## src/rtl/assert_macros.svh

```systemverilog
`ifndef ASSERT_MACROS_SVH
`define ASSERT_MACROS_SVH

// concurrent check on the local clk, masked while rst_n is low
`define SWARQ_ASSERT(label, prop, msg) \
  label: assert property (@(posedge clk) disable iff (!rst_n) prop) else $error(msg);

// implication checked in the same cycle
`define SWARQ_ASSERT_IMPL(label, ante, cons, msg) \
  `SWARQ_ASSERT(label, (ante) |-> (cons), msg)

`endif

```

## src/rtl/swarq_pkg.sv

```systemverilog
`timescale 1ns / 1ps

package swarq_pkg;

  localparam int SEQ_W      = 8;
  localparam int TMO_W      = 16;
  localparam int MODE_W     = 3;
  localparam int CFG_IDX_W  = 2;
  localparam int CFG_DATA_W = 16;

  localparam int IN_TDATA_W  = 16;
  localparam int OUT_TDATA_W = 40;

  localparam logic [TMO_W-1:0] MIN_TMO_RST = 16'd10;
  localparam logic [TMO_W-1:0] MAX_TMO_RST = 16'd1000;
  localparam logic [SEQ_W-1:0] RX_SEQ_RST  = 8'd255;

  typedef enum logic [MODE_W-1:0] {
    MODE_SEND_NEW   = 3'd0,
    MODE_ACK_IN     = 3'd1,
    MODE_DATA_IN    = 3'd2,
    MODE_TICK       = 3'd3,
    MODE_LINK_RESET = 3'd4
  } mode_e;

  typedef enum logic [CFG_IDX_W-1:0] {
    CFG_MIN_TIMEOUT    = 2'd0,
    CFG_MAX_TIMEOUT    = 2'd1,
    CFG_LINK_CONNECTED = 2'd2
  } cfg_idx_e;

  // mode in the low bits
  typedef struct packed {
    logic [SEQ_W-1:0]  seq_in;
    logic [MODE_W-1:0] mode;
  } item_t;

  // send_accepted in the low bits
  typedef struct packed {
    logic              waiting_ack;
    logic              timeout_capped;
    logic [TMO_W-1:0]  timeout_armed;
    logic              seq_gap;
    logic              deliver;
    logic [SEQ_W-1:0]  ack_seq;
    logic              send_ack;
    logic [SEQ_W-1:0]  tx_seq_out;
    logic              transmit;
    logic              send_accepted;
  } res_t;

  localparam int RES_W = $bits(res_t);

  typedef struct packed {
    logic [TMO_W-1:0] min_timeout;
    logic [TMO_W-1:0] max_timeout;
    logic             link_connected;
  } cfg_t;

  typedef struct packed {
    logic awaiting;
    logic timer_running;
  } status_t;

endpackage

```

## src/rtl/stop_wait_arq_link.sv

```systemverilog
`timescale 1ns / 1ps
//  channel  ports                        beat contents (lowest bit first)
//  input    in_tvalid/in_tready/in_tdata  mode[2:0], seq_in[10:3], zero pad
//  result   out_tvalid/out_tready/out_tdata
//                                         send_accepted, transmit, tx_seq_out,
//                                         send_ack, ack_seq, deliver, seq_gap,
//                                         timeout_armed, timeout_capped,
//                                         waiting_ack, zero pad
//  config   cfg_we/cfg_idx/cfg_wdata      write only, one register per beat
//
//  one beat per cycle while out_tready holds; input register, then
//  the link state update and result register in one pass
//  rst_n is synchronous, active low: link state and config to reset values
//  a stalled result holds out_tdata; the input register still takes a beat
//  while its slot is empty, so in_tready drops only when both stages are full

`include "assert_macros.svh"

module stop_wait_arq_link (
  input  logic                              clk,
  input  logic                              rst_n,
  // input beat: mode[2:0], seq_in[10:3]
  input  logic                              in_tvalid,
  output logic                              in_tready,
  input  logic [swarq_pkg::IN_TDATA_W-1:0]  in_tdata,
  // result beat: send_accepted[0], transmit[1], tx_seq_out[9:2], send_ack[10],
  // ack_seq[18:11], deliver[19], seq_gap[20], timeout_armed[36:21],
  // timeout_capped[37], waiting_ack[38]
  output logic                              out_tvalid,
  input  logic                              out_tready,
  output logic [swarq_pkg::OUT_TDATA_W-1:0] out_tdata,
  // register writes
  input  logic                              cfg_we,
  input  logic [swarq_pkg::CFG_IDX_W-1:0]   cfg_idx,
  input  logic [swarq_pkg::CFG_DATA_W-1:0]  cfg_wdata
);
  import swarq_pkg::*;

  cfg_t    cfg;
  item_t   item;
  logic    item_valid;
  logic    advance;
  res_t    res;
  status_t status;

  // register file for timeouts and the connected flag
  swarq_cfg u_cfg (
    .clk       (clk),
    .rst_n     (rst_n),
    .cfg_we    (cfg_we),
    .cfg_idx   (cfg_idx),
    .cfg_wdata (cfg_wdata),
    .cfg       (cfg)
  );

  // input stage
  swarq_in_reg u_in_reg (
    .clk        (clk),
    .rst_n      (rst_n),
    .in_tvalid  (in_tvalid),
    .in_tready  (in_tready),
    .in_tdata   (in_tdata),
    .advance    (advance),
    .item_valid (item_valid),
    .item       (item)
  );

  // sequence, wait and backoff state plus result register
  swarq_core u_core (
    .clk        (clk),
    .rst_n      (rst_n),
    .cfg        (cfg),
    .item_valid (item_valid),
    .item       (item),
    .advance    (advance),
    .res_valid  (out_tvalid),
    .res_ready  (out_tready),
    .res        (res),
    .status     (status)
  );

  // pad to whole bytes
  assign out_tdata = {{(OUT_TDATA_W-RES_W){1'b0}}, res};

  // a running timer always belongs to an outstanding frame
  `SWARQ_ASSERT_IMPL(a_run_implies_wait, status.timer_running, status.awaiting,
    "ack timer running while not waiting")
  // input back-pressure only comes from a stalled, full result stage
  `SWARQ_ASSERT_IMPL(a_stall_source, !in_tready, out_tvalid && !out_tready && item_valid,
    "input stalled without a blocked result")
  // an accepted send always orders a transmit and leaves the link waiting
  `SWARQ_ASSERT_IMPL(a_send_tx, out_tvalid && res.send_accepted,
    res.transmit && res.waiting_ack, "accepted send without transmit or wait")

endmodule

```

## src/rtl/swarq_cfg.sv

```systemverilog
`timescale 1ns / 1ps

module swarq_cfg (
  input  logic                            clk,
  input  logic                            rst_n,
  input  logic                            cfg_we,
  input  logic [swarq_pkg::CFG_IDX_W-1:0]  cfg_idx,
  input  logic [swarq_pkg::CFG_DATA_W-1:0] cfg_wdata,
  output swarq_pkg::cfg_t                 cfg
);
  import swarq_pkg::*;

  cfg_t cfg_r;
  cfg_t cfg_nxt;

  always_comb begin
    cfg_nxt = cfg_r;
    if (cfg_we) begin
      case (cfg_idx)
        CFG_MIN_TIMEOUT:    cfg_nxt.min_timeout    = cfg_wdata[TMO_W-1:0];
        CFG_MAX_TIMEOUT:    cfg_nxt.max_timeout    = cfg_wdata[TMO_W-1:0];
        CFG_LINK_CONNECTED: cfg_nxt.link_connected = cfg_wdata[0];
        default:            cfg_nxt = cfg_r;
      endcase
    end
  end

  always_ff @(posedge clk) begin
    if (!rst_n) begin
      cfg_r.min_timeout    <= MIN_TMO_RST;
      cfg_r.max_timeout    <= MAX_TMO_RST;
      cfg_r.link_connected <= 1'b0;
    end else begin
      cfg_r <= cfg_nxt;
    end
  end

  assign cfg = cfg_r;

endmodule

```

## src/rtl/swarq_in_reg.sv

```systemverilog
`timescale 1ns / 1ps

module swarq_in_reg (
  input  logic                             clk,
  input  logic                             rst_n,
  input  logic                             in_tvalid,
  output logic                             in_tready,
  input  logic [swarq_pkg::IN_TDATA_W-1:0] in_tdata,
  input  logic                             advance,
  output logic                             item_valid,
  output swarq_pkg::item_t                 item
);
  import swarq_pkg::*;

  logic  valid_r;
  logic  valid_nxt;
  item_t item_r;

  // free slot, or the held item leaves this cycle
  assign in_tready = !valid_r || advance;

  always_comb begin
    valid_nxt = valid_r;
    if (in_tready) begin
      valid_nxt = in_tvalid;
    end
  end

  always_ff @(posedge clk) begin
    if (!rst_n) begin
      valid_r <= 1'b0;
    end else begin
      valid_r <= valid_nxt;
    end
  end

  always_ff @(posedge clk) begin
    if (in_tready && in_tvalid) begin
      item_r <= item_t'(in_tdata[$bits(item_t)-1:0]);
    end
  end

  assign item_valid = valid_r;
  assign item       = item_r;

endmodule

```

## src/rtl/swarq_core.sv

```systemverilog
`timescale 1ns / 1ps

module swarq_core (
  input  logic                   clk,
  input  logic                   rst_n,
  input  swarq_pkg::cfg_t        cfg,
  input  logic                   item_valid,
  input  swarq_pkg::item_t       item,
  output logic                   advance,
  output logic                   res_valid,
  input  logic                   res_ready,
  output swarq_pkg::res_t        res,
  output swarq_pkg::status_t     status
);
  import swarq_pkg::*;

  logic [SEQ_W-1:0] tx_seq_r,  tx_seq_nxt;
  logic [SEQ_W-1:0] rx_seq_r,  rx_seq_nxt;
  logic             await_r,   await_nxt;
  logic [TMO_W-1:0] cur_tmo_r, cur_tmo_nxt;
  logic [TMO_W-1:0] ticks_r,   ticks_nxt;
  logic             run_r,     run_nxt;
  logic             out_valid_r, out_valid_nxt;
  res_t             res_r, res_nxt;

  assign advance = item_valid && (!out_valid_r || res_ready);

  always_comb begin
    logic             arm_req;
    logic [SEQ_W-1:0] diff;
    logic [TMO_W:0]   doubled;

    tx_seq_nxt  = tx_seq_r;
    rx_seq_nxt  = rx_seq_r;
    await_nxt   = await_r;
    cur_tmo_nxt = cur_tmo_r;
    ticks_nxt   = ticks_r;
    run_nxt     = run_r;
    res_nxt     = '0;
    arm_req     = 1'b0;
    diff        = item.seq_in - rx_seq_r;
    doubled     = {cur_tmo_r, 1'b0};

    case (item.mode)
      MODE_SEND_NEW: begin
        if (!await_r) begin
          tx_seq_nxt            = tx_seq_r + 1'b1;
          await_nxt             = 1'b1;
          res_nxt.send_accepted = 1'b1;
          res_nxt.transmit      = 1'b1;
          res_nxt.tx_seq_out    = tx_seq_r + 1'b1;
          arm_req               = 1'b1;
        end
      end
      MODE_ACK_IN: begin
        if (await_r && item.seq_in == tx_seq_r) begin
          await_nxt   = 1'b0;
          cur_tmo_nxt = '0;
          run_nxt     = 1'b0;
          ticks_nxt   = '0;
        end
      end
      MODE_DATA_IN: begin
        res_nxt.send_ack = 1'b1;
        res_nxt.ack_seq  = item.seq_in;
        if (item.seq_in != rx_seq_r) begin
          res_nxt.deliver = 1'b1;
          res_nxt.seq_gap = (diff > 8'd1);
          rx_seq_nxt      = item.seq_in;
        end
      end
      MODE_TICK: begin
        if (run_r) begin
          if (ticks_r <= 16'd1) begin
            ticks_nxt          = '0;
            run_nxt            = 1'b0;
            res_nxt.transmit   = 1'b1;
            res_nxt.tx_seq_out = tx_seq_r;
            arm_req            = 1'b1;
          end else begin
            ticks_nxt = ticks_r - 1'b1;
          end
        end
      end
      MODE_LINK_RESET: begin
        await_nxt = 1'b0;
        run_nxt   = 1'b0;
        ticks_nxt = '0;
      end
      default: begin
        res_nxt = '0;
      end
    endcase

    // backoff (connected link only): min while no timeout is held, then doubling up to the ceiling
    if (arm_req && cfg.link_connected) begin
      await_nxt = 1'b1;
      if (cur_tmo_r == '0) begin
        cur_tmo_nxt = cfg.min_timeout;
      end else if (doubled > {1'b0, cfg.max_timeout}) begin
        cur_tmo_nxt            = cfg.max_timeout;
        res_nxt.timeout_capped = 1'b1;
      end else begin
        cur_tmo_nxt = doubled[TMO_W-1:0];
      end
      ticks_nxt             = cur_tmo_nxt;
      run_nxt               = 1'b1;
      res_nxt.timeout_armed = cur_tmo_nxt;
    end

    res_nxt.waiting_ack = await_nxt;
  end

  always_comb begin
    out_valid_nxt = out_valid_r;
    if (advance) begin
      out_valid_nxt = 1'b1;
    end else if (res_ready) begin
      out_valid_nxt = 1'b0;
    end
  end

  always_ff @(posedge clk) begin
    if (!rst_n) begin
      tx_seq_r    <= '0;
      rx_seq_r    <= RX_SEQ_RST;
      await_r     <= 1'b0;
      cur_tmo_r   <= '0;
      ticks_r     <= '0;
      run_r       <= 1'b0;
      out_valid_r <= 1'b0;
    end else begin
      out_valid_r <= out_valid_nxt;
      if (advance) begin
        tx_seq_r  <= tx_seq_nxt;
        rx_seq_r  <= rx_seq_nxt;
        await_r   <= await_nxt;
        cur_tmo_r <= cur_tmo_nxt;
        ticks_r   <= ticks_nxt;
        run_r     <= run_nxt;
      end
    end
  end

  always_ff @(posedge clk) begin
    if (advance) begin
      res_r <= res_nxt;
    end
  end

  assign res_valid              = out_valid_r;
  assign res                    = res_r;
  assign status.awaiting        = await_r;
  assign status.timer_running   = run_r;

endmodule

```

## config.mk

```make
export PLATFORM = sky130hd
export DESIGN_NAME = stop_wait_arq_link
export DESIGN_NICKNAME = d
export VERILOG_FILES = /design/src/rtl/swarq_pkg.sv /design/src/rtl/stop_wait_arq_link.sv /design/src/rtl/swarq_cfg.sv /design/src/rtl/swarq_in_reg.sv /design/src/rtl/swarq_core.sv
export VERILOG_INCLUDE_DIRS = /design/src /design/src/rtl
export SDC_FILE = /design/constraint.sdc
export NUM_CORES = 1
export LEC_CHECK = 0
export BUFFER_PORTS_ARGS = -buffer_cell sky130_fd_sc_hd__buf_2
export CELL_PAD_IN_SITES_DETAIL_PLACEMENT = 0
export CELL_PAD_IN_SITES_GLOBAL_PLACEMENT = 1
export CORE_MARGIN = 3
export CORE_UTILIZATION = 49
export CTS_BUF_LIST = sky130_fd_sc_hd__clkbuf_8 sky130_fd_sc_hd__clkbuf_16
export DETAILED_ROUTE_END_ITERATION = 10
export MAX_ROUTING_LAYER = met4
export PLACE_DENSITY = 0.92
export SYNTH_ARGS = -nofsm -noshare
export SYNTH_HDL_FRONTEND = slang
export SYNTH_SLANG_ARGS = --single-unit
```

## constraint.sdc

```tcl
create_clock -name clk -period 4.6 [get_ports clk]
set_clock_uncertainty 0.2 [all_clocks]
set_input_delay 0.23 -clock clk [delete_from_list [all_inputs] [get_ports clk]]
set_output_delay 0.23 -clock clk [all_outputs]
set_load 0.01 [all_outputs]
```

* Word level (Yosys, flattened, before mapping) *
Cells that the tools add are included.

storage, ports and cells
  register bits after elaboration = 135
  bits in latches = 0
  RAM bits = 0
  ROM bits = 0
  output and inout bits = 42
  word-level logic and storage cells = 96
  memories = 0

operators by class
  add/subtract/negate cells = 3
  $mul = 0
  divide/modulo/power cells = 0
  $lt $le $gt $ge = 3
  equality and inequality tests = 10
  shift-type cells = 0
  multiplexer cells = 30
  bitwise logic cells = 2
  reduce and logical (&&, ||, !) cells = 25

operators by type and width
  kind                   number
  $mux 16                8
  $pmux 16 s3            1
  $mux 9                 2
  $pmux 9 s2             1
  $gt 17x16->1           1
  $le 16x1->1 const B    1
  $logic_not 16->1       1
  $sub 16x1->16 const B  1
  $mux 1                 14
  $reduce_and 3->1       4
  $mux 10                1
  $add 8x1->8 const B    1
  $eq 8x8->1             1
  $gt 8x1->1 const B     1
  $ne 8x8->1             1
  $reduce_and 2->1       4
  $sub 8x8->8            1
  $eq 3x2->1 const B     2
  $ne 3x1->1 const B     2
  $pmux 1 s3             2
  $reduce_bool 2->1      3
  $logic_and 1x1->1      4
  $reduce_and 4->1       1
  $reduce_bool 4->1      1
  11 further kinds       14

* Logic depth before layout (Yosys ltp) *
Gate-level depths: netlist (run 1).

  word-level depth = 7
  mapped depth = 11
  mapped depth without buffers = 10

* By module *
Synthesis (run 1) repeated with hierarchy kept, for this count alone.

second synthesis, totals
  cell total of the unflattened synthesis = 707
  area total of the unflattened synthesis = 6735.2 µm²

modules (own cells, without submodules)
  module              instances  cells each  area each (µm²)  seq. area each (µm²)
  swarq_core          1          554         4991.0           2192.1
  swarq_cfg           1          135         1345.0           660.6
  swarq_in_reg        1          16          387.9            350.3
  stop_wait_arq_link  1          2           11.3             0.0

* Least setup slack after synthesis (run 1) *
OpenSTA, ideal clock, no wires.

  path type = register to register
  start = register u_core.out_valid_r, in the netlist u_core.res_valid
  end = register u_core.ticks_r[13]
  arrival time = 2790 ps
  slack = 1492 ps
  stages on the path, launching flop included = 9
  buffers on the path = 2
  cells stage by stage = dfxtp_1 -> nor2b_1 -> nand2b_1 -> clkinv_1 -> o21ai_0 -> a31oi_2 -> buf_6 -> buf_4 -> o221a_2

between the ends
  cells in the longest elaborated chain, start to end = 4

RTL lines
  element                     line                      RTL
  from (decl)                 swarq_core.sv:23          logic out_valid_r, out_valid_nxt;
  from (signal assigned)      swarq_core.sv:133         out_valid_r <= out_valid_nxt;
  $logic_not 1->1             swarq_core.sv:26          assign advance = item_valid && (!out_valid_r || res_ready);
  $logic_or 1x1->1            swarq_core.sv:26
  $logic_and 1x1->1           swarq_core.sv:26
  named net advance           stop_wait_arq_link.sv:42  logic advance;
  $reduce_and 4->1 (no line)  n/a
  to (signal assigned)        swarq_core.sv:139         ticks_r <= ticks_nxt;
  to (decl)                   swarq_core.sv:21          logic [TMO_W-1:0] ticks_r, ticks_nxt;

The timed path passes the listed nets, and every way through them passes these cells.
A chain may end at the register's enable or synchronous reset.

* Worst setup path in the final report (run 1) *
  start = register u_in_reg.item_r (netlist bit u_in_reg.item[1])
  end = register u_core.ticks_r[4]

between the ends
  cells in the longest elaborated chain, start to end = 5
  elaborated cells between the ends (all ways) = 12
  those cells by class = eq/ne: 5; mux: 3; reduce/logical: 4

RTL lines
  element                                                    line                RTL
  from (decl)                                                swarq_in_reg.sv:17  item_t item_r;
  from (signal assigned)                                     swarq_in_reg.sv:39  item_r <= item_t'(in_tdata[$bits(item_t)-1:0]);
  $eq 3x2->1 or $logic_not 3->1 (tied branches)              swarq_core.sv:44    case (item.mode)
  $pmux 1 s2                                                 swarq_core.sv:44
  $logic_and 1x1->1                                          swarq_core.sv:96    if (arm_req && cfg.link_connected) begin
  $ne 3x1->1 (no line) or $reduce_bool 4->1 (tied branches)  n/a
  $reduce_and 4->1 (no line)                                 n/a

Several ways; a longest one is shown, not always the timed one.

==> results of run 1 <==
[area by class of cell]
type                    count  area (sq um)  area share, %
clock inverters            12          75.1          0.932
flip-flops and latches    135          3200           39.7
repair buffers            111           723           8.97
inverters                  36           138           1.71
clock buffers              20           467           5.79
well taps                 176           220           2.73
multi-input cells         481          3230           40.1
[flip-flops by register name, summed over array words and instances, names as in the netlist]
register,cells
u_in_reg.item,11
u_core.ticks_r,16
u_core.res_valid,1
u_core.run_r,1
u_core.cur_tmo_r,16
u_core.await_r,1
u_cfg.cfg,33
u_core.tx_seq_r,8
u_in_reg.item_valid,1
u_core.res,39
u_core.rx_seq_r,8
[synthesized netlist by cell type, drive strengths merged, types with 12 or more instances]
library cell | n | area [sq um]
a21boi | 25 | 188
a21oi | 19 | 110
a22o | 13 | 114
and2 | 21 | 131
buf | 13 | 119
clkbuf | 18 | 67.6
dfxtp | 85 | 1700
edfxtp | 50 | 1500
ha | 25 | 313
inv | 34 | 130
mux2i | 15 | 150
nand2 | 102 | 383
nor2 | 38 | 158
nor3 | 12 | 60.1
o211ai | 12 | 90.1
o21ai | 50 | 269
xor2 | 13 | 114
[per-layer routing]
layer / up-vias / routed length, um / part of all wire, % / track usage, %
li1: 2653 / - / - / -
met1: 2637 / 7470 / 46 / 29.8
met2: 143 / 7600 / 47 / 34.6
met3: 26 / 864 / 5.3 / 5.72
met4: 0 / 260 / 1.6 / 7.27
met5: - / 0 / 0 / -
[kinds of logic after synthesis]
| group | count (synthesis) | synth area share (%) |
|---|---|---|
| AO/OA/AOI/OAI | 175 | 19.2 |
| XOR/XNOR | 20 | 2.59 |
| adder cells (fa/ha/maj) | 26 | 4.92 |
| buffers and inverters | 67 | 4.79 |
| flip-flops | 135 | 47.4 |
| multiplexers | 17 | 2.55 |
| other | 1 | 0.0555 |
| AND/OR/NAND/NOR | 242 | 18.5 |
[worst max-delay path, delay by kind of cell (launching register included)]
family | cells | cell delay, ns
AOI/OAI and AO/OA | 5 | 1.09
DFF | 1 | 0.47
buffers and inverters | 3 | 0.71
and+or+nand+nor | 3 | 0.93
[per-stage QoR]
step | setup slack (ns) | hold slack (ns) | cell area [sq um] | util, % | power (mW)
6_report | 1.07 | 0.0177 | 8060 | 60.4 | 2.75
5_1_grt | 0.887 | 0.0293 | 8060 | 60.4 | 2.84
4_1_cts | 1.10 | 0.00976 | 8060 | 60.4 | 2.76
3_5_place_dp | 1.08 | 0.209 | 7220 | 54.1 | 1.51
3_3_place_gp | 1.20 | 0.208 | 7220 | 54.1 | 1.50
2_1_floorplan | 1.49 | 0.129 | 6760 | - | 1.44
[worst max path at each step]
stage          cells after the start              from            endpoint
3_5_place_dp                      11  u_in_reg.item[1]   u_core.ticks_r[4]
5_1_grt                           11  u_in_reg.item[1]   u_core.ticks_r[4]
4_1_cts                           11  u_in_reg.item[1]   u_core.ticks_r[4]
2_1_floorplan                      8  u_core.res_valid  u_core.ticks_r[13]
3_3_place_gp                      11  u_in_reg.item[1]   u_core.ticks_r[4]
6_report                          11  u_in_reg.item[1]   u_core.ticks_r[4]
[where the power goes]
group | internal, mW | total (mW) | switching, mW
combinational | 0.0870 | 0.204 | 0.117
sequential | 1.28 | 1.30 | 0.0232
clock | 0.765 | 1.24 | 0.480
[what timing repair did]
action / in CTS / in global routing
hold buffers: 30 / 0
setup buffers: 0 / 0
hold endpoints to repair: 46 / 0
==> reports/summary.txt, run 1 <==
status -> complete, no violations
vias in the first global route -> 5154
drt first pass iters -> 5
Final Hold Viols -> 0
sequential area share after synthesis -> 47.4%
Core Area -> 13300 sq um
clk slew on worst S/H paths -> 0.06 ns
Final period util -> 76.7%
Mapped Area -> 6760 sq um
Worst setup EP type -> flip-flop
Fillers -> 1136
Max clock buf depth -> 2
total power density per cell area -> 341 nW/um^2
initial antenna violation count -> 0
most frequent cells in the layout -> 102 x nand2_1, 85 x dfxtp_1, 74 x buf_2
DR WL/cell -> 16.7 um
CP cell instances -> or3_1 -> or2_1 -> inv_4 -> and2_1 -> a21oi_2 -> buf_4 -> a31oi_2 -> buf_4 -> o21ai_2 -> a32o_1 -> o221a_1
Lkg Pwr -> 3.27 nW
Req. time, crit path -> 4.71 ns
worst hold path depth -> 4
Total GRT Usage -> 22.7%
most used cell, CP -> buf_4
# setup viols final -> 0
Post-synth ARST share -> 0%
CP Max Fanout -> 22
Slew Limit Headroom -> 40.2%
cts repair resizes -> 0
IO Count -> 81
effective utilization at floorplan -> 50.6%
Post-Place Cells -> 909
max-slew violations -> 0
pin count of the biggest net entering global routing -> 46
# rows -> 42
post-synthesis register bit count -> 135
Die Y -> 123 um
CTS sink count -> 135
slowest library cell on the worst path -> a31oi_2
Syn Inst Count -> 683
Syn Nets -> 748
die width -> 123 um
IR drop worst, VDD -> 0.000229 V
critical path arrival -> 3.64 ns
RSZ-0062 raised after global routing -> no
Final min period -> 3.53 ns
dpl hpwl -> 11100 um
Vias/cell -> 5.62
Worst setup SP type -> flip-flop
min-delay src -> cfg_idx[0]
Syn-to-layout area delta -> 19.2%
Hold Crit Class -> in2reg
ANT cells -> 0
full die area -> 15200 sq um
post-synthesis average cell area -> 9.90 sq um
CTS Buf Count -> 17
Iteration-0 DRC Markers -> 525
Max stage delay on crit path -> 0.55 ns
Remaining DRCs -> 0
H-tree depth -> 4
total grt overflow -> 0
worst-skew pair later-pin latency -> 0.42 ns
setup_tns -> 0 ns
Post-synth EDFFs -> 50
Max-cap violations -> 0
Clock Tree Root -> clkbuf_16
Yosys warning count -> 0
Reg2Reg Depth -> 11
total wire length -> 16200 um
main flop type after synthesis -> dfxtp_1
synth unique cells -> 74
Reg2Reg Capture Point -> u_core.ticks_r[4]
final cell count without fillers -> 971
DRT antenna net count -> 0
WHS Endpoint -> u_cfg.cfg[0]
routability cong. -> 0.933
most common cell after layout, fill and taps aside -> nand2_1
R2R Setup Slk -> 1.07 ns
nets -> 847
worst r2r src -> u_in_reg.item[1]
first-pass GRT wire length -> 25800 um
FMAX -> 283 MHz
CTS tree -> yes
total number of vias -> 5459
IO Port Bufs -> 74
layout cells sized above 1 -> 17.5%
Crit Path Category -> reg2reg
slew of the pin with the lowest slew margin -> 0.894 ns
Power figures use the tool's default switching activity.
==> run 2: changes to the inputs <==
- CORE_UTILIZATION: 49 -> 41
- PLACE_DENSITY: 0.92 -> 0.83
- clock period: 4.6 -> 2.9 ns (I/O delays scaled with it)
==> run 2 against run 1 <==
Net effect:
- register-to-register slack got worse by 0.96 ns
- non-clock buffer count rose by 47
- first-iteration DRC count fell by 31%
- via count rose by 2.5%
- count of clock-buffer cells in the layout fell by 3
- worst hold slack improved by 0.22 ns
- die area rose by 19%
- global-route usage fell by 3.0 points
- core utilization fell by 6.2 points
- sequential share of layout area fell by 2.8 points
- highest routed layer unchanged
==> reports/summary.txt, run 2 (synthesized netlist as in run 1, its figures left out) <==
layout cells sized above 1 -> 23.8%
worst-skew pair later-pin latency -> 0.42 ns
dpl hpwl -> 12200 um
Syn-to-layout area delta -> 28.3%
full die area -> 18100 sq um
DR WL/cell -> 16.1 um
Lkg Pwr -> 3.54 nW
Vias/cell -> 5.29
total power density per cell area -> 536 nW/um^2
internal power -> 3.61 mW
Clock power frac -> 47.9%
CP Max Fanout -> 8
IO Count -> 81
# setup viols final -> 0
final cell count without fillers -> 1058
FMAX -> 359 MHz
Max stage delay on crit path -> 0.37 ns
slowest library cell on the worst path -> dfxtp_1
overall power -> 4.65 mW
max reg flops -> 39
pin count of the biggest net entering global routing -> 35
total wire length -> 17100 um
Buf+Inv Stages, Crit Path -> 2
CTS tree -> yes
initial antenna violation count -> 0
Final Hold Viols -> 0
total number of vias -> 5595
Worst setup EP type -> flip-flop
Final min period -> 2.78 ns
most frequent cells in the layout -> 101 x nand2_1, 82 x dfxtp_1, 74 x buf_2
total grt overflow -> 0
Clock Tree Root -> clkbuf_16
effective utilization at floorplan -> 42.3%
Worst setup SP type -> flip-flop
Req. time, crit path -> 3.01 ns
Crit path max-delay family -> compound AO/OA/AOI/OAI gates
drt first pass iters -> 5
critical path arrival -> 2.89 ns
# rows -> 46
setup_tns -> 0 ns
combinational share of power -> 7.8%
Crit Path Category -> reg2reg
DRT antenna net count -> 0
Reg power frac -> 44.3%
nets -> 894
Iteration-0 DRC Markers -> 363
vias in the first global route -> 5365
Slew Limit Headroom -> 39.6%
Die Y -> 134 um
Core Area -> 16000 sq um
Hold Crit Class -> in2reg
die width -> 134 um
clk slew on worst S/H paths -> 0.06 ns
ANT cells -> 0
Sw Share -> 22.4%
IO Port Bufs -> 74
routability cong. -> 0.906
RSZ-0062 raised after global routing -> no
most common cell after layout, fill and taps aside -> nand2_1
status -> complete, no violations
Post-Place Cells -> 987
Max-cap violations -> 0
min-delay src -> in_tdata[5]
CTS Buf Count -> 17
Total GRT Usage -> 19.7%
Final period util -> 96.0%
CTS sink count -> 135
max-slew violations -> 0
H-tree depth -> 4
slew of the pin with the lowest slew margin -> 0.902 ns
CP Launch Point -> u_core.cur_tmo_r[14]
CP cell instances -> ha_4 -> nand4b_4 -> nor4_4 -> a221oi_2 -> a21oi_4 -> buf_12 -> mux2i_1 -> a211oi_2 -> buf_4 -> o221a_2
IR drop worst, VDD -> 0.000428 V
first-pass GRT wire length -> 27600 um
Remaining DRCs -> 0
Switch Pwr -> 1.04 mW
worst r2r src -> u_core.cur_tmo_r[14]
Max clock buf depth -> 2
==> run 2: stage by stage <==
| step | hold WS (ns) | util (%) | setup WS (ns) | cell area [sq um] |
|---|---|---|---|---|
| global placement | 0.126 | 47.4 | 0.0511 | 7590 |
| detailed placement | 0.123 | 47.4 | -0.0338 | 7590 |
| CTS | 0.216 | 53.6 | 0.00868 | 8570 |
| floorplan | 0.0439 | - | 0.222 | 6760 |
| finish | 0.237 | 54.2 | 0.115 | 8680 |
| global route | 0.224 | 54.2 | 0.00204 | 8680 |
==> run 2: power by group through the flow <==
| stage | logic (mW) | registers, mW | clock network [mW] |
|---|---|---|---|
| CTS | 0.357 | 2.06 | 2.25 |
| finish | 0.362 | 2.06 | 2.23 |
| detailed placement | 0.319 | 2.10 | 0 |
| global route | 0.400 | 2.07 | 2.32 |
| floorplan | 0.180 | 2.11 | 0 |
| global placement | 0.312 | 2.10 | 0 |
==> run 2: final cells by class <==
type | instances | area (sq um)
inverters | 36 | 139
repair buffers | 158 | 1130
fillers | 1424 | 7320
multi-input cells | 481 | 3320
clock buffers | 17 | 425
clock inverters | 15 | 185
well taps | 216 | 270
flip-flops and latches | 135 | 3210
==> run 2: final timing paths <==
| kind | end | slack, ns | cells past startpoint |
|---|---|---|---|
| max | u_core.ticks_r[8] | 0.12 | 10 |
| max reg2reg | u_core.ticks_r[8] | 0.12 | 10 |
| min reg2reg | u_cfg.cfg[26] | 0.27 | 2 |
| min | u_in_reg.item[5] | 0.24 | 2 |
==> run 2: repair_timing <==
item / CTS / global route
hold endpoints to repair: 55 / 0
gates cloned: 0 / 0
pin swaps: 1 / 5
hold buffers: 35 / 0
setup endpoints to repair: 11 / 36
buffers inserted: 1 / 3
resized for setup: 2 / 16
==> run 2: per-layer routing <==
layer	GRT usage, %	vias to the layer above	wire length [um]
met2	29.7	114	7960
li1	-	2752	-
met5	-	-	0
met4	7.86	0	413
met3	3.86	32	640
met1	26.1	2697	8060
==> run 3: changes to the inputs <==
- PLACE_DENSITY: 0.83 -> 0.84
- SYNTH_HIERARCHICAL: default -> 1
==> run 3 against run 2 <==
Net effect:
- final area decreased by 2.7%
- wire length decreased by 3.2%
- cell count increased by 0.38%
- clock power increased by 5%
- first-iteration DRC count increased by 1.7%
- critical path type unchanged
- largest cell class is now sequential cells
- highest routed layer unchanged
==> reports/summary.txt, run 3 <==
Hold Crit Class -> in2reg
critical path arrival -> 2.82 ns
clk slew on worst S/H paths -> 0.06 ns
Core Util, Final -> 53.0%
initial antenna violation count -> 0
Lkg Pwr -> 3.52 nW
Max stage delay on crit path -> 0.36 ns
IO Count -> 81
Worst setup EP type -> flip-flop
full die area -> 18000 sq um
DRT antenna net count -> 0
most common cell after layout, fill and taps aside -> nand2_1
slew of the pin with the lowest slew margin -> 0.891 ns
Clock Tree Root -> clkbuf_16
Syn-to-layout area delta -> 25.6%
min-delay src -> rst_n
Die Y -> 134 um
status -> complete, no violations
# rows -> 46
RSZ-0062 raised after global routing -> yes
total grt overflow -> 0
die width -> 134 um
R2R Setup Slk -> 0.16 ns
routability cong. -> 0.836
effective utilization at floorplan -> 42.2%
Max-cap violations -> 0
worst hold path depth -> 3
Crit Path Category -> reg2reg
Final period util -> 94.5%
Core Area -> 15900 sq um
CTS sink count -> 135
Mapped Area -> 6720 sq um
Final min period -> 2.74 ns
total number of vias -> 5500
overall power -> 4.80 mW
worst-skew pair later-pin latency -> 0.41 ns
WHS Endpoint -> u_core/cur_tmo_r[8]
Syn Inst Count -> 705
Slew Limit Headroom -> 40.4%
total power density per cell area -> 568 nW/um^2
vias in the first global route -> 5436
pin count of the biggest net entering global routing -> 65
ANT cells -> 0
Reg2Reg Capture Point -> u_core/cur_tmo_r[14]
first-pass GRT wire length -> 27400 um
Reg2Reg Depth -> 10
FMAX -> 365 MHz
IO Port Bufs -> 74
Crit path max-delay family -> compound AO/OA/AOI/OAI gates
CP Max Fanout -> 8
CP cell instances -> inv_1 -> ha_1 -> nand4_1 -> nor3_2 -> a2111oi_2 -> a21boi_2 -> buf_6 -> mux2_2 -> nand3_1 -> o21ai_0
Buf+Inv Stages, Crit Path -> 2
slowest library cell on the worst path -> mux2_2
Iteration-0 DRC Markers -> 369
post-synthesis average cell area -> 9.53 sq um
Req. time, crit path -> 2.98 ns
Yosys warning count -> 6
Final Hold Viols -> 0
# setup viols final -> 0
DR WL/cell -> 15.6 um
Vias/cell -> 5.18
max reg flops -> 39
worst r2r src -> u_cfg/cfg[8]
Total GRT Usage -> 19.6%
max-slew violations -> 0
Syn Nets -> 770
CTS Buf Count -> 17
layout cells sized above 1 -> 19.7%
IR drop worst, VDD -> 0.000417 V
Worst setup SP type -> flip-flop
dpl hpwl -> 11400 um
Max clock buf depth -> 2
most frequent cells in the layout -> 93 x nand2_1, 85 x dfxtp_1, 74 x buf_2
Remaining DRCs -> 0
drt first pass iters -> 5
CTS tree -> yes
nets -> 898
total wire length -> 16500 um
H-tree depth -> 4
-- run 3: changes by cell type in the layout (fill, tap and decap cells not counted), moves of 8 or more --
cell,delta
a21boi_0,-24
a21oi_1,+22
a22o_1,-10
and2_1,-11
buf_4,-13
inv_1,+26
mux2i_1,+16
nand2_1,-8
nor2_1,+14
o21ai_0,-13
-- run 3: worst max path at each step --
stage | endpoint | startpoint | slack (ns) | depth (start not counted)
after global routing | u_core/res[29] | u_cfg/cfg[8] | -0.008 | 10
final | u_core/cur_tmo_r[14] | u_cfg/cfg[8] | 0.16 | 10
after detailed placement | u_core/ticks_r[0] | u_cfg/cfg[3] | 0.06 | 10
after CTS | u_core/ticks_r[1] | u_cfg/cfg[3] | 0.07 | 11
after floorplan | u_core/ticks_r[2] | u_core/res_valid | 0.02 | 8
after global placement | u_core/ticks_r[1] | u_cfg/cfg[3] | 0.11 | 11
-- run 3: stage by stage --
stage	setup slack, ns	hold slack (ns)	instance area, sq um	setup TNS [ns]	std cells
3_5_place_dp	0.0598	0.123	7460	0	998
4_1_cts	0.0706	0.0474	8420	0	1062
2_1_floorplan	0.0165	0.0439	6720	0	705
5_1_grt	-0.00776	0.0616	8440	-0.0121	1062
3_3_place_gp	0.108	0.123	7460	0	998
6_report	0.160	0.0678	8440	0	1062
-- run 3: area by class of cell --
cell class | instances | area (sq um)
Tap cell | 216 | 270
Multi-Input combinational cell | 482 | 3130
Sequential cell | 135 | 3200
Timing Repair Buffer | 142 | 990
Clock inverter | 13 | 186
Inverter | 55 | 206
Fill cell | 1433 | 7500
Clock buffer | 19 | 453
-- run 3: per-layer routing --
layer  track usage [%]  wire length, um  vias to the layer above
met5                 -                0                        -
met2              31.4             7750                      145
met4              6.56              232                        0
met3              3.86              697                       17
li1                  -                -                     2777
met1              25.1             7850                     2561
-- run 3: power breakdown --
part	switching [mW]	internal, mW	leakage (nW)
Combinational	0.216	0.164	2.03
Clock	0.789	1.55	0.327
Sequential	0.0391	2.04	1.17
-- run 3: timing repair --
action	4_1_cts	5_1_grt
resized for setup	0	6
buffers inserted	0	0
hold buffers	32	0
endpoints found under the setup margin	0	37
endpoints found under the hold margin	57	0
-- run 3: worst register-to-register path: stages, from the launching register on --
cell       delay, ns
dfxtp_1         0.35
inv_1           0.07
ha_1            0.32
nand4_1         0.13
nor3_2          0.24
a2111oi_2       0.10
a21boi_2        0.35
buf_6           0.19
mux2_2          0.37
nand3_1         0.17
o21ai_0         0.12
